## config.mk

```make
export PLATFORM = sky130hd
export DESIGN_NAME = mcu_8bit_alu_with_flags_core
export DESIGN_NICKNAME = d
export VERILOG_FILES = /design/src/rtl/mcu_alu_pkg.sv /design/src/rtl/mcu_8bit_alu_with_flags_core.sv /design/src/rtl/mcu_alu_exec.sv
export SDC_FILE = /design/constraint.sdc
export NUM_CORES = 1
export LEC_CHECK = 0
export BUFFER_PORTS_ARGS = -buffer_cell sky130_fd_sc_hd__buf_2
export CAP_MARGIN = 30
export CORE_MARGIN = 2
export CORE_UTILIZATION = 60
export CTS_BUF_LIST = sky130_fd_sc_hd__clkbuf_8 sky130_fd_sc_hd__clkbuf_16
export CTS_CLUSTER_SIZE = 28
export DETAILED_ROUTE_END_ITERATION = 8
export GPL_TIMING_DRIVEN = 0
export HOLD_SLACK_MARGIN = 0.06
export PLACE_DENSITY = 0.82
export SLEW_MARGIN = 40
export SYNTH_ARGS = -nofsm -noshare
export SYNTH_HDL_FRONTEND = slang
export SYNTH_HIERARCHICAL = 1
export SYNTH_SLANG_ARGS = --single-unit
```

## constraint.sdc

```tcl
create_clock -name clock -period 6.5 [get_ports clock]
set_input_delay 1.3 -clock clock [delete_from_list [all_inputs] [get_ports clock]]
set_output_delay 1.3 -clock clock [all_outputs]
set_load 0.05 [all_outputs]
```

## src/rtl/mcu_alu_pkg.sv

```systemverilog
// types and operation codes shared by the byte alu core
// no dependencies
`timescale 1ns / 1ps

package mcu_alu_pkg;

   typedef enum logic [4:0] {
      OP_ADD          = 5'd0,
      OP_AND          = 5'd1,
      OP_BITCLR       = 5'd2,
      OP_BTST_SKIPCLR = 5'd3,
      OP_BITSET       = 5'd4,
      OP_BTST_SKIPSET = 5'd5,
      OP_CLR          = 5'd6,
      OP_COM          = 5'd7,
      OP_DEC          = 5'd8,
      OP_DECSZ        = 5'd9,
      OP_INC          = 5'd10,
      OP_INCSZ        = 5'd11,
      OP_OR           = 5'd12,
      OP_MOVA_Z       = 5'd13,
      OP_MOVB         = 5'd14,
      OP_PASS         = 5'd15,
      OP_RLC          = 5'd16,
      OP_RRC          = 5'd17,
      OP_SUB          = 5'd18,
      OP_SWAP         = 5'd19,
      OP_XOR          = 5'd20
   } op_type;

   typedef struct packed {
      op_type     operation;
      logic [7:0] operand_a;
      logic [7:0] operand_b;
      logic [2:0] bit_sel;
      logic       carry_in;
      logic       digit_carry_in;
      logic       zero_in;
   } req_type;

   typedef struct packed {
      logic [7:0] result_byte;
      logic       carry_out;
      logic       digit_carry_out;
      logic       zero_out;
      logic       skip_next;
   } rsp_type;

endpackage

```

## src/rtl/mcu_8bit_alu_with_flags_core.sv

```systemverilog
// byte alu core: one item per operation, with c, dc, z and skip flags
// input register, mcu_alu_exec, result register
// depends on mcu_alu_pkg and mcu_alu_exec
//
// usage:
//   req_ channel: operation code, two byte operands, bit select and the
//   incoming c, dc and z flags; an item is taken when req_valid and
//   req_ready are both high.
//   rsp_ channel: result byte, updated flags and the skip flag, one result
//   item for every request item, in order.
//   order: the accepting edge loads the input register; the alu output then
//   lands in the result register, which raises rsp_valid, once the result
//   register is empty or its result is being taken.
//   throughput: one item per cycle while rsp_ready stays high; the alu
//   evaluates in a single pass between the two registers.
//   stall: when the result waits, the input register still takes an item if
//   it is empty; once it is full, req_ready stays low until the result is taken.
//   reset: both registers empty, req_ready high, rsp_valid low.
`timescale 1ns / 1ps

module mcu_8bit_alu_with_flags_core (
   input  logic       clock,
   input  logic       reset,
   input  logic       req_valid,
   output logic       req_ready,
   input  logic [4:0] req_operation,
   input  logic [7:0] req_operand_a,
   input  logic [7:0] req_operand_b,
   input  logic [2:0] req_bit_sel,
   input  logic       req_carry_in,
   input  logic       req_digit_carry_in,
   input  logic       req_zero_in,
   output logic       rsp_valid,
   input  logic       rsp_ready,
   output logic [7:0] rsp_result_byte,
   output logic       rsp_carry_out,
   output logic       rsp_digit_carry_out,
   output logic       rsp_zero_out,
   output logic       rsp_skip_next
);

   mcu_alu_pkg::req_type req_ff;
   mcu_alu_pkg::req_type req_in;
   logic                 req_valid_ff;
   logic                 req_valid_in;
   mcu_alu_pkg::rsp_type rsp_ff;
   mcu_alu_pkg::rsp_type rsp_in;
   logic                 rsp_valid_ff;
   logic                 rsp_valid_in;
   mcu_alu_pkg::rsp_type alu_rsp;
   logic                 advance;

   assign advance   = !rsp_valid_ff || rsp_ready;
   assign req_ready = !req_valid_ff || advance;

   always_comb begin
      req_in.operation      = mcu_alu_pkg::op_type'(req_operation);
      req_in.operand_a      = req_operand_a;
      req_in.operand_b      = req_operand_b;
      req_in.bit_sel        = req_bit_sel;
      req_in.carry_in       = req_carry_in;
      req_in.digit_carry_in = req_digit_carry_in;
      req_in.zero_in        = req_zero_in;
      req_valid_in          = req_ready ? req_valid : req_valid_ff;
      rsp_in                = alu_rsp;
      rsp_valid_in          = advance ? req_valid_ff : rsp_valid_ff;
   end

   mcu_alu_exec u_exec (
      .req (req_ff),
      .rsp (alu_rsp)
   );

   always_ff @(posedge clock) begin
      if (reset) begin
         req_valid_ff <= 1'b0;
         rsp_valid_ff <= 1'b0;
      end else begin
         req_valid_ff <= req_valid_in;
         rsp_valid_ff <= rsp_valid_in;
      end
   end

   always_ff @(posedge clock) begin
      if (req_valid && req_ready) begin
         req_ff <= req_in;
      end
      if (advance && req_valid_ff) begin
         rsp_ff <= rsp_in;
      end
   end

   assign rsp_valid           = rsp_valid_ff;
   assign rsp_result_byte     = rsp_ff.result_byte;
   assign rsp_carry_out       = rsp_ff.carry_out;
   assign rsp_digit_carry_out = rsp_ff.digit_carry_out;
   assign rsp_zero_out        = rsp_ff.zero_out;
   assign rsp_skip_next       = rsp_ff.skip_next;

endmodule

```

## src/rtl/mcu_alu_exec.sv

```systemverilog
// combinational byte alu: result, c, dc, z and skip for one item
// depends on mcu_alu_pkg
`timescale 1ns / 1ps

module mcu_alu_exec (
   input  mcu_alu_pkg::req_type req,
   output mcu_alu_pkg::rsp_type rsp
);

   logic [8:0] sum;
   logic [8:0] diff;
   logic [4:0] nib_sum;
   logic [4:0] nib_diff;
   logic [7:0] inc_val;
   logic [7:0] dec_val;
   logic [7:0] bit_mask;
   logic [7:0] res;
   logic       c_next;
   logic       dc_next;
   logic       skip;
   logic       upd_z;

   assign sum      = {1'b0, req.operand_a} + {1'b0, req.operand_b};
   assign diff     = {1'b0, req.operand_a} - {1'b0, req.operand_b};
   assign nib_sum  = {1'b0, req.operand_a[3:0]} + {1'b0, req.operand_b[3:0]};
   assign nib_diff = {1'b0, req.operand_a[3:0]} - {1'b0, req.operand_b[3:0]};
   assign inc_val  = req.operand_a + 8'd1;
   assign dec_val  = req.operand_a - 8'd1;
   assign bit_mask = 8'd1 << req.bit_sel;

   always_comb begin
      res     = req.operand_a;
      c_next  = req.carry_in;
      dc_next = req.digit_carry_in;
      skip    = 1'b0;
      upd_z   = 1'b0;
      unique case (req.operation)
         mcu_alu_pkg::OP_ADD: begin
            res     = sum[7:0];
            c_next  = sum[8];
            dc_next = nib_sum[4];
            upd_z   = 1'b1;
         end
         mcu_alu_pkg::OP_SUB: begin
            // carry and digit carry mean no borrow
            res     = diff[7:0];
            c_next  = ~diff[8];
            dc_next = ~nib_diff[4];
            upd_z   = 1'b1;
         end
         mcu_alu_pkg::OP_AND: begin
            res   = req.operand_a & req.operand_b;
            upd_z = 1'b1;
         end
         mcu_alu_pkg::OP_OR: begin
            res   = req.operand_a | req.operand_b;
            upd_z = 1'b1;
         end
         mcu_alu_pkg::OP_XOR: begin
            res   = req.operand_a ^ req.operand_b;
            upd_z = 1'b1;
         end
         mcu_alu_pkg::OP_COM: begin
            res   = ~req.operand_a;
            upd_z = 1'b1;
         end
         mcu_alu_pkg::OP_CLR: begin
            res   = 8'd0;
            upd_z = 1'b1;
         end
         mcu_alu_pkg::OP_MOVA_Z: begin
            upd_z = 1'b1;
         end
         mcu_alu_pkg::OP_MOVB: begin
            res = req.operand_b;
         end
         mcu_alu_pkg::OP_DEC: begin
            res   = dec_val;
            upd_z = 1'b1;
         end
         mcu_alu_pkg::OP_INC: begin
            res   = inc_val;
            upd_z = 1'b1;
         end
         mcu_alu_pkg::OP_DECSZ: begin
            res  = dec_val;
            skip = (dec_val == 8'd0);
         end
         mcu_alu_pkg::OP_INCSZ: begin
            res  = inc_val;
            skip = (inc_val == 8'd0);
         end
         mcu_alu_pkg::OP_RLC: begin
            res    = {req.operand_a[6:0], req.carry_in};
            c_next = req.operand_a[7];
         end
         mcu_alu_pkg::OP_RRC: begin
            res    = {req.carry_in, req.operand_a[7:1]};
            c_next = req.operand_a[0];
         end
         mcu_alu_pkg::OP_SWAP: begin
            res = {req.operand_a[3:0], req.operand_a[7:4]};
         end
         mcu_alu_pkg::OP_BITCLR: begin
            res = req.operand_a & ~bit_mask;
         end
         mcu_alu_pkg::OP_BITSET: begin
            res = req.operand_a | bit_mask;
         end
         mcu_alu_pkg::OP_BTST_SKIPCLR: begin
            skip = ((req.operand_a & bit_mask) == 8'd0);
         end
         mcu_alu_pkg::OP_BTST_SKIPSET: begin
            skip = ((req.operand_a & bit_mask) != 8'd0);
         end
         // pass and unused codes keep a and the c, dc and z flags; skip stays low
         default: begin
            res = req.operand_a;
         end
      endcase
   end

   assign rsp.result_byte     = res;
   assign rsp.carry_out       = c_next;
   assign rsp.digit_carry_out = dc_next;
   assign rsp.zero_out        = upd_z ? (res == 8'd0) : req.zero_in;
   assign rsp.skip_next       = skip;

endmodule

```

==> Word level (Yosys, flattened, before mapping) <==
Index checks and enable logic that the tools add are counted.
{ "word_totals": {"wordCells": 71, "output_inout_bits": 14, "register_bits": 41} }
{ "classes": {"reduce_logical": 15, "n_mux": 6, "shift": 1, "eq_ne": 19, "bitwise_logic": 10, "addsub": 6} }
{ "ops": {"columns": ["op", "count"], "rows": [
  ["8-bit one-hot mux with 15 select lines", 1],
  ["5-bit by 4-bit equality test with 1-bit output (second input constant)", 7],
  ["8-bit logical NOT", 4],
  ["5-bit equality test (second input constant)", 5],
  ["8-bit AND", 3],
  ["5-bit by 3-bit equality test with 1-bit output (second input constant)", 4],
  ["8-bit inverter", 2],
  ["8-bit OR", 2],
  ["5-bit by 2-bit equality test with 1-bit output (second input constant)", 2],
  ["10-bit OR reduction", 1],
  ["8-bit by 8-bit adder with 9-bit output", 1],
  ["8-bit by 8-bit subtractor with 9-bit output", 1],
  ["8-bit by 1-bit adder with 8-bit output (second input constant)", 1],
  ["1-bit one-hot mux with 4 select lines", 2],
  ["8-bit nonzero test", 1],
  ["1-bit by 3-bit left shift with 8-bit output (first input constant)", 1],
  ["8-bit by 1-bit subtractor with 8-bit output (second input constant)", 1],
  ["8-bit XOR", 1],
  ["4-bit by 4-bit adder with 5-bit output", 1],
  ["5-bit by 1-bit equality test with 1-bit output (second input constant)", 1],
  ["5-bit logical NOT", 1],
  ["4-bit by 4-bit subtractor with 5-bit output", 1],
  ["2-bit OR reduction", 2],
  ["1-bit logical AND", 2],
  ["other kinds (5)", 9]
]} }

==> Depth between registers and ports, before layout <==
{ "logic_depth": {"ltp_word": 6, "mapped_depth": 11, "ltp_nobuf": 10} }

==> Modules after synthesis <==
The synthesis kept the hierarchy.
{ "modules_own_cells": {"columns": ["mod", "area_per_inst_um2", "cells_per_inst", "n_inst"], "rows": [
  ["mcu_alu_exec", 2578.7, 375, 1],
  ["mcu_8bit_alu_with_flags_core", 1275.0, 49, 1]
]} }

==> Worst setup path after synthesis <==
No wires, ideal clock.
{ "synth_timing": {"kind": "register -> register", "startpoint": "register req_ff[15] (netlist name)", "endpoint": "register rsp_ff (netlist bit rsp_zero_out) (data pin)", "arrival_ns": 3.036, "path_stages_with_launch": 11, "setup_slack_ns": 3.284, "required_time_ns": 6.320, "n_path_buf": 1, "path_cell_list": "edfxtp_1 > clkbuf_1 > inv_1 > ha_1 > mux2i_1 > xor2_1 > o22ai_1 > a2111oi_0 > or4b_2 > or4_1 > o41ai_2"} }
{ "synth_lines": {"columns": ["item", "line", "text"], "rows": [
  ["start, declared", "mcu_8bit_alu_with_flags_core.sv:42", "mcu_alu_pkg::req_type req_ff;"],
  ["start signal, assigned", "mcu_8bit_alu_with_flags_core.sv:86", "req_ff <= req_in;"],
  ["end signal, assigned", "mcu_8bit_alu_with_flags_core.sv:89", "rsp_ff <= rsp_in;"],
  ["end, declared", "mcu_8bit_alu_with_flags_core.sv:46", "mcu_alu_pkg::rsp_type rsp_ff;"]
]} }

==> reports/results.ini <==
[status]
status = finished, final reports clean

[setup_path]
crit_path_max_incr_delay_ns = 0.63
path_cells = clkbuf_1 > inv_1 > ha_1 > mux2i_1 > xor2_1 > o22ai_1 > a2111oi_0 > or4b_2 > or4_1 > o41ai_2
critical_path.top_delay_family = simple AND/OR/NAND/NOR gates
required_ns = 6.62
critPathCaptureType = flip-flop
critPathKind = flip-flop to flip-flop
crit_slowest_cell = or4b_2
worst-path-buf-inv = 2
cp_data_arrival_time_ns = 4.37
startpoint_type = flip-flop
crit_fanout = 10

[drt]
wl_per_cell_um = 23.0
num_vias = 3948
drt-initial-drc-count = 717
drt_first_pass_iters = 5
drc_errors = 0
ant_nets = 0
wl_um = 12700
post_drt_via_cell_ratio = 7.13

[synth]
synth-main-ff-cell = edfxtp_1
synth_xor_area_frac = 0.0205
synthAdderAreaFrac = 0.0786
yosysSeqAreaShare = 0.314
synth-edff-count = 39
synth_top_area_share = 0.304
post-synth-top-count-cell = edfxtp_1
syn_avg_cell_area_um2 = 9.09
synthSimpleGateAreaFrac = 0.241
synthMuxAreaShare = 0.0321
syn_area_mm2 = 0.00385
synth_area_leaders = edfxtp_1, ha_1, nor2_1, nand2_1, nand2b_1
async_flop_share = 0
synth.largest_area_cell = edfxtp_1
synth_commonest_cells = edfxtp_1, nor2_1, nand2_1
yosysUniqueCellTypes = 76
syn-num-nets = 478
synth_compound_area_frac = 0.239
ys_seq_elements = 41
synthCells = 424
yosys_warnings = 6
synth_top_family_by_area = simple AND/OR/NAND/NOR gates

[global_routing]
grt_max_degree = 28
met3_usage = 0.0580
grt.busiest_layer = met2
met2_usage = 0.579
met1_usage = 0.505
grt_pass1_vias = 3641
grt_usage = 0.361
overflow = 0
grt_pass1_wl_um = 19900
grt_antenna_before_repair = 0

[cts]
cts_resized = 0
cts_made_buffers = 5
root_buffer = clkbuf_8
cts.sinks = 41
cts_hold_buffers = 0
cts_setup_buffers = 0
clk_pin_slew_ns = 0.09
cts_tree = yes
max-clock-path-buffers = 2
htreeDepth = 2
insertion_delay_ns = 0.30

[timing]
setup_viol = 0
max_freq_ghz = 0.235
hold_viol = 0
whs_ns = 0.507
slew_violations = 0
setup_tns_ns = 0
rsz0062_at_grt = false
fin_worst_skew_ns = 0.0106
finalCritPeriodShare = 0.653
worstMarginPinSlew_ns = 0.846
period_minus_slack_ns = 4.25
slew_headroom = 0.434

[layout]
syn2layout_area_growth_pct = 11.5
num-fill-cells = 514
diodes = 0
final_area_mm2 = 0.00430
multiInputGateArea_mm2 = 0.00237
seq_area_mm2 = 0.00121
nets = 530
fin_util = 0.684
drive_gt1_frac = 0.197

[power]
power_density_mw_per_mm2 = 178
p_leak_nw = 1.61
power_uw = 763
max-vdd-ir-drop_uv = 119

[placement]
dpl-instance-area_mm2 = 0.00418
numPortBuffers = 44
place_congestion = 1.04
dp_hpwl_um = 9600

[floorplan]
fp-row-count = 29
die_area_mm2 = 0.00708
die_w_um = 84.1
design.core.area_mm2 = 0.00628
die_h_um = 84.1
initial_core_util = 0.614
ioPinCount = 45

[worst_hold_path]
hold_class = flip-flop to flip-flop

[job]
max_cap_violations = 0

## final timing paths
path	startpoint	to	slack [ns]	cells past startpoint
max reg2reg	req_ff[15]	rsp_zero_out	2.25	10
max	req_ff[15]	rsp_zero_out	2.25	10
min	req_valid_ff	rsp_valid	0.51	2
min reg2reg	req_valid_ff	rsp_valid	0.51	2
## cell families (layout without fill, tap and decap cells)
family                   Yosys count  count (layout)
AND/OR/NAND/NOR                  162             162
AO/OA/AOI/OAI                    122             122
flip-flops                        41              41
multiplexers                       9               9
XOR/XNOR                           9               9
buffers and inverters             58             111
adder cells (fa/ha/maj)           23              23
## worst reg2reg max path: cells and delay by family (launching register included)
| family | cells | cell delay [ns] |
|---|---|---|
| buf+inv | 2 | 0.80 |
| xor+xnor | 1 | 0.28 |
| simple gates | 2 | 1.11 |
| mux | 1 | 0.19 |
| compound gates | 3 | 0.85 |
| fa+ha+maj | 1 | 0.36 |
| flops | 1 | 0.49 |
## layout make-up
type                       count  share of cell area
buffer                        41              0.0518
clock buffer                   5              0.0160
clock inverter                 3             0.00961
inverter                      17              0.0149
multi-input combinational    325               0.551
sequential                    41               0.282
tap                           77              0.0224
timing repair buffer          45              0.0524
## layer usage
| metal | vias to the layer above | wire, µm |
|---|---|---|
| met5 | - | 0 |
| met3 | 52 | 1500 |
| met4 | 0 | 482 |
| met2 | 326 | 5870 |
| met1 | 1841 | 4870 |
| li1 | 1729 | - |
## metrics by stage
stage / setup WS, ns / std cells
finish: 2.25 / 554
global route: 2.11 / 554
global placement: 2.42 / 545
detailed placement: 2.43 / 545
CTS: 2.39 / 553
floorplan: 3.28 / 424
## registers in the layout, summed over array words and instances, names as in the netlist
name                 flops
rsp_digit_carry_out      1
rsp_zero_out             1
req_valid_ff             1
rsp_carry_out            1
req_ff                  27
rsp_result_byte          8
rsp_skip_next            1
rsp_valid                1
## where the power goes
part,total [mW],switching (mW),internal (mW)
clock,0.206,0.0933,0.113
combinational,0.233,0.149,0.0846
sequential,0.323,0.0139,0.309
## layout by cell type (no fill, tap or decap), types with 5 or more instances in the layout
cell	instances
a32o_1	5
edfxtp_1	39
a21oi_1	15
or3_1	7
nand3b_1	8
a211oi_1	8
xor2_1	5
nor3_1	13
nand2b_1	14
o211ai_1	7
a2111oi_0	5
clkbuf_8	5
nor2b_1	8
nand2_1	26
and2_1	5
clkbuf_1	21
o22ai_1	5
a31oi_1	5
nor2_1	30
ha_1	21
o21ai_0	17
nand3_1	13
inv_1	17
buf_2	51
(Power assumes the default switching activity.)
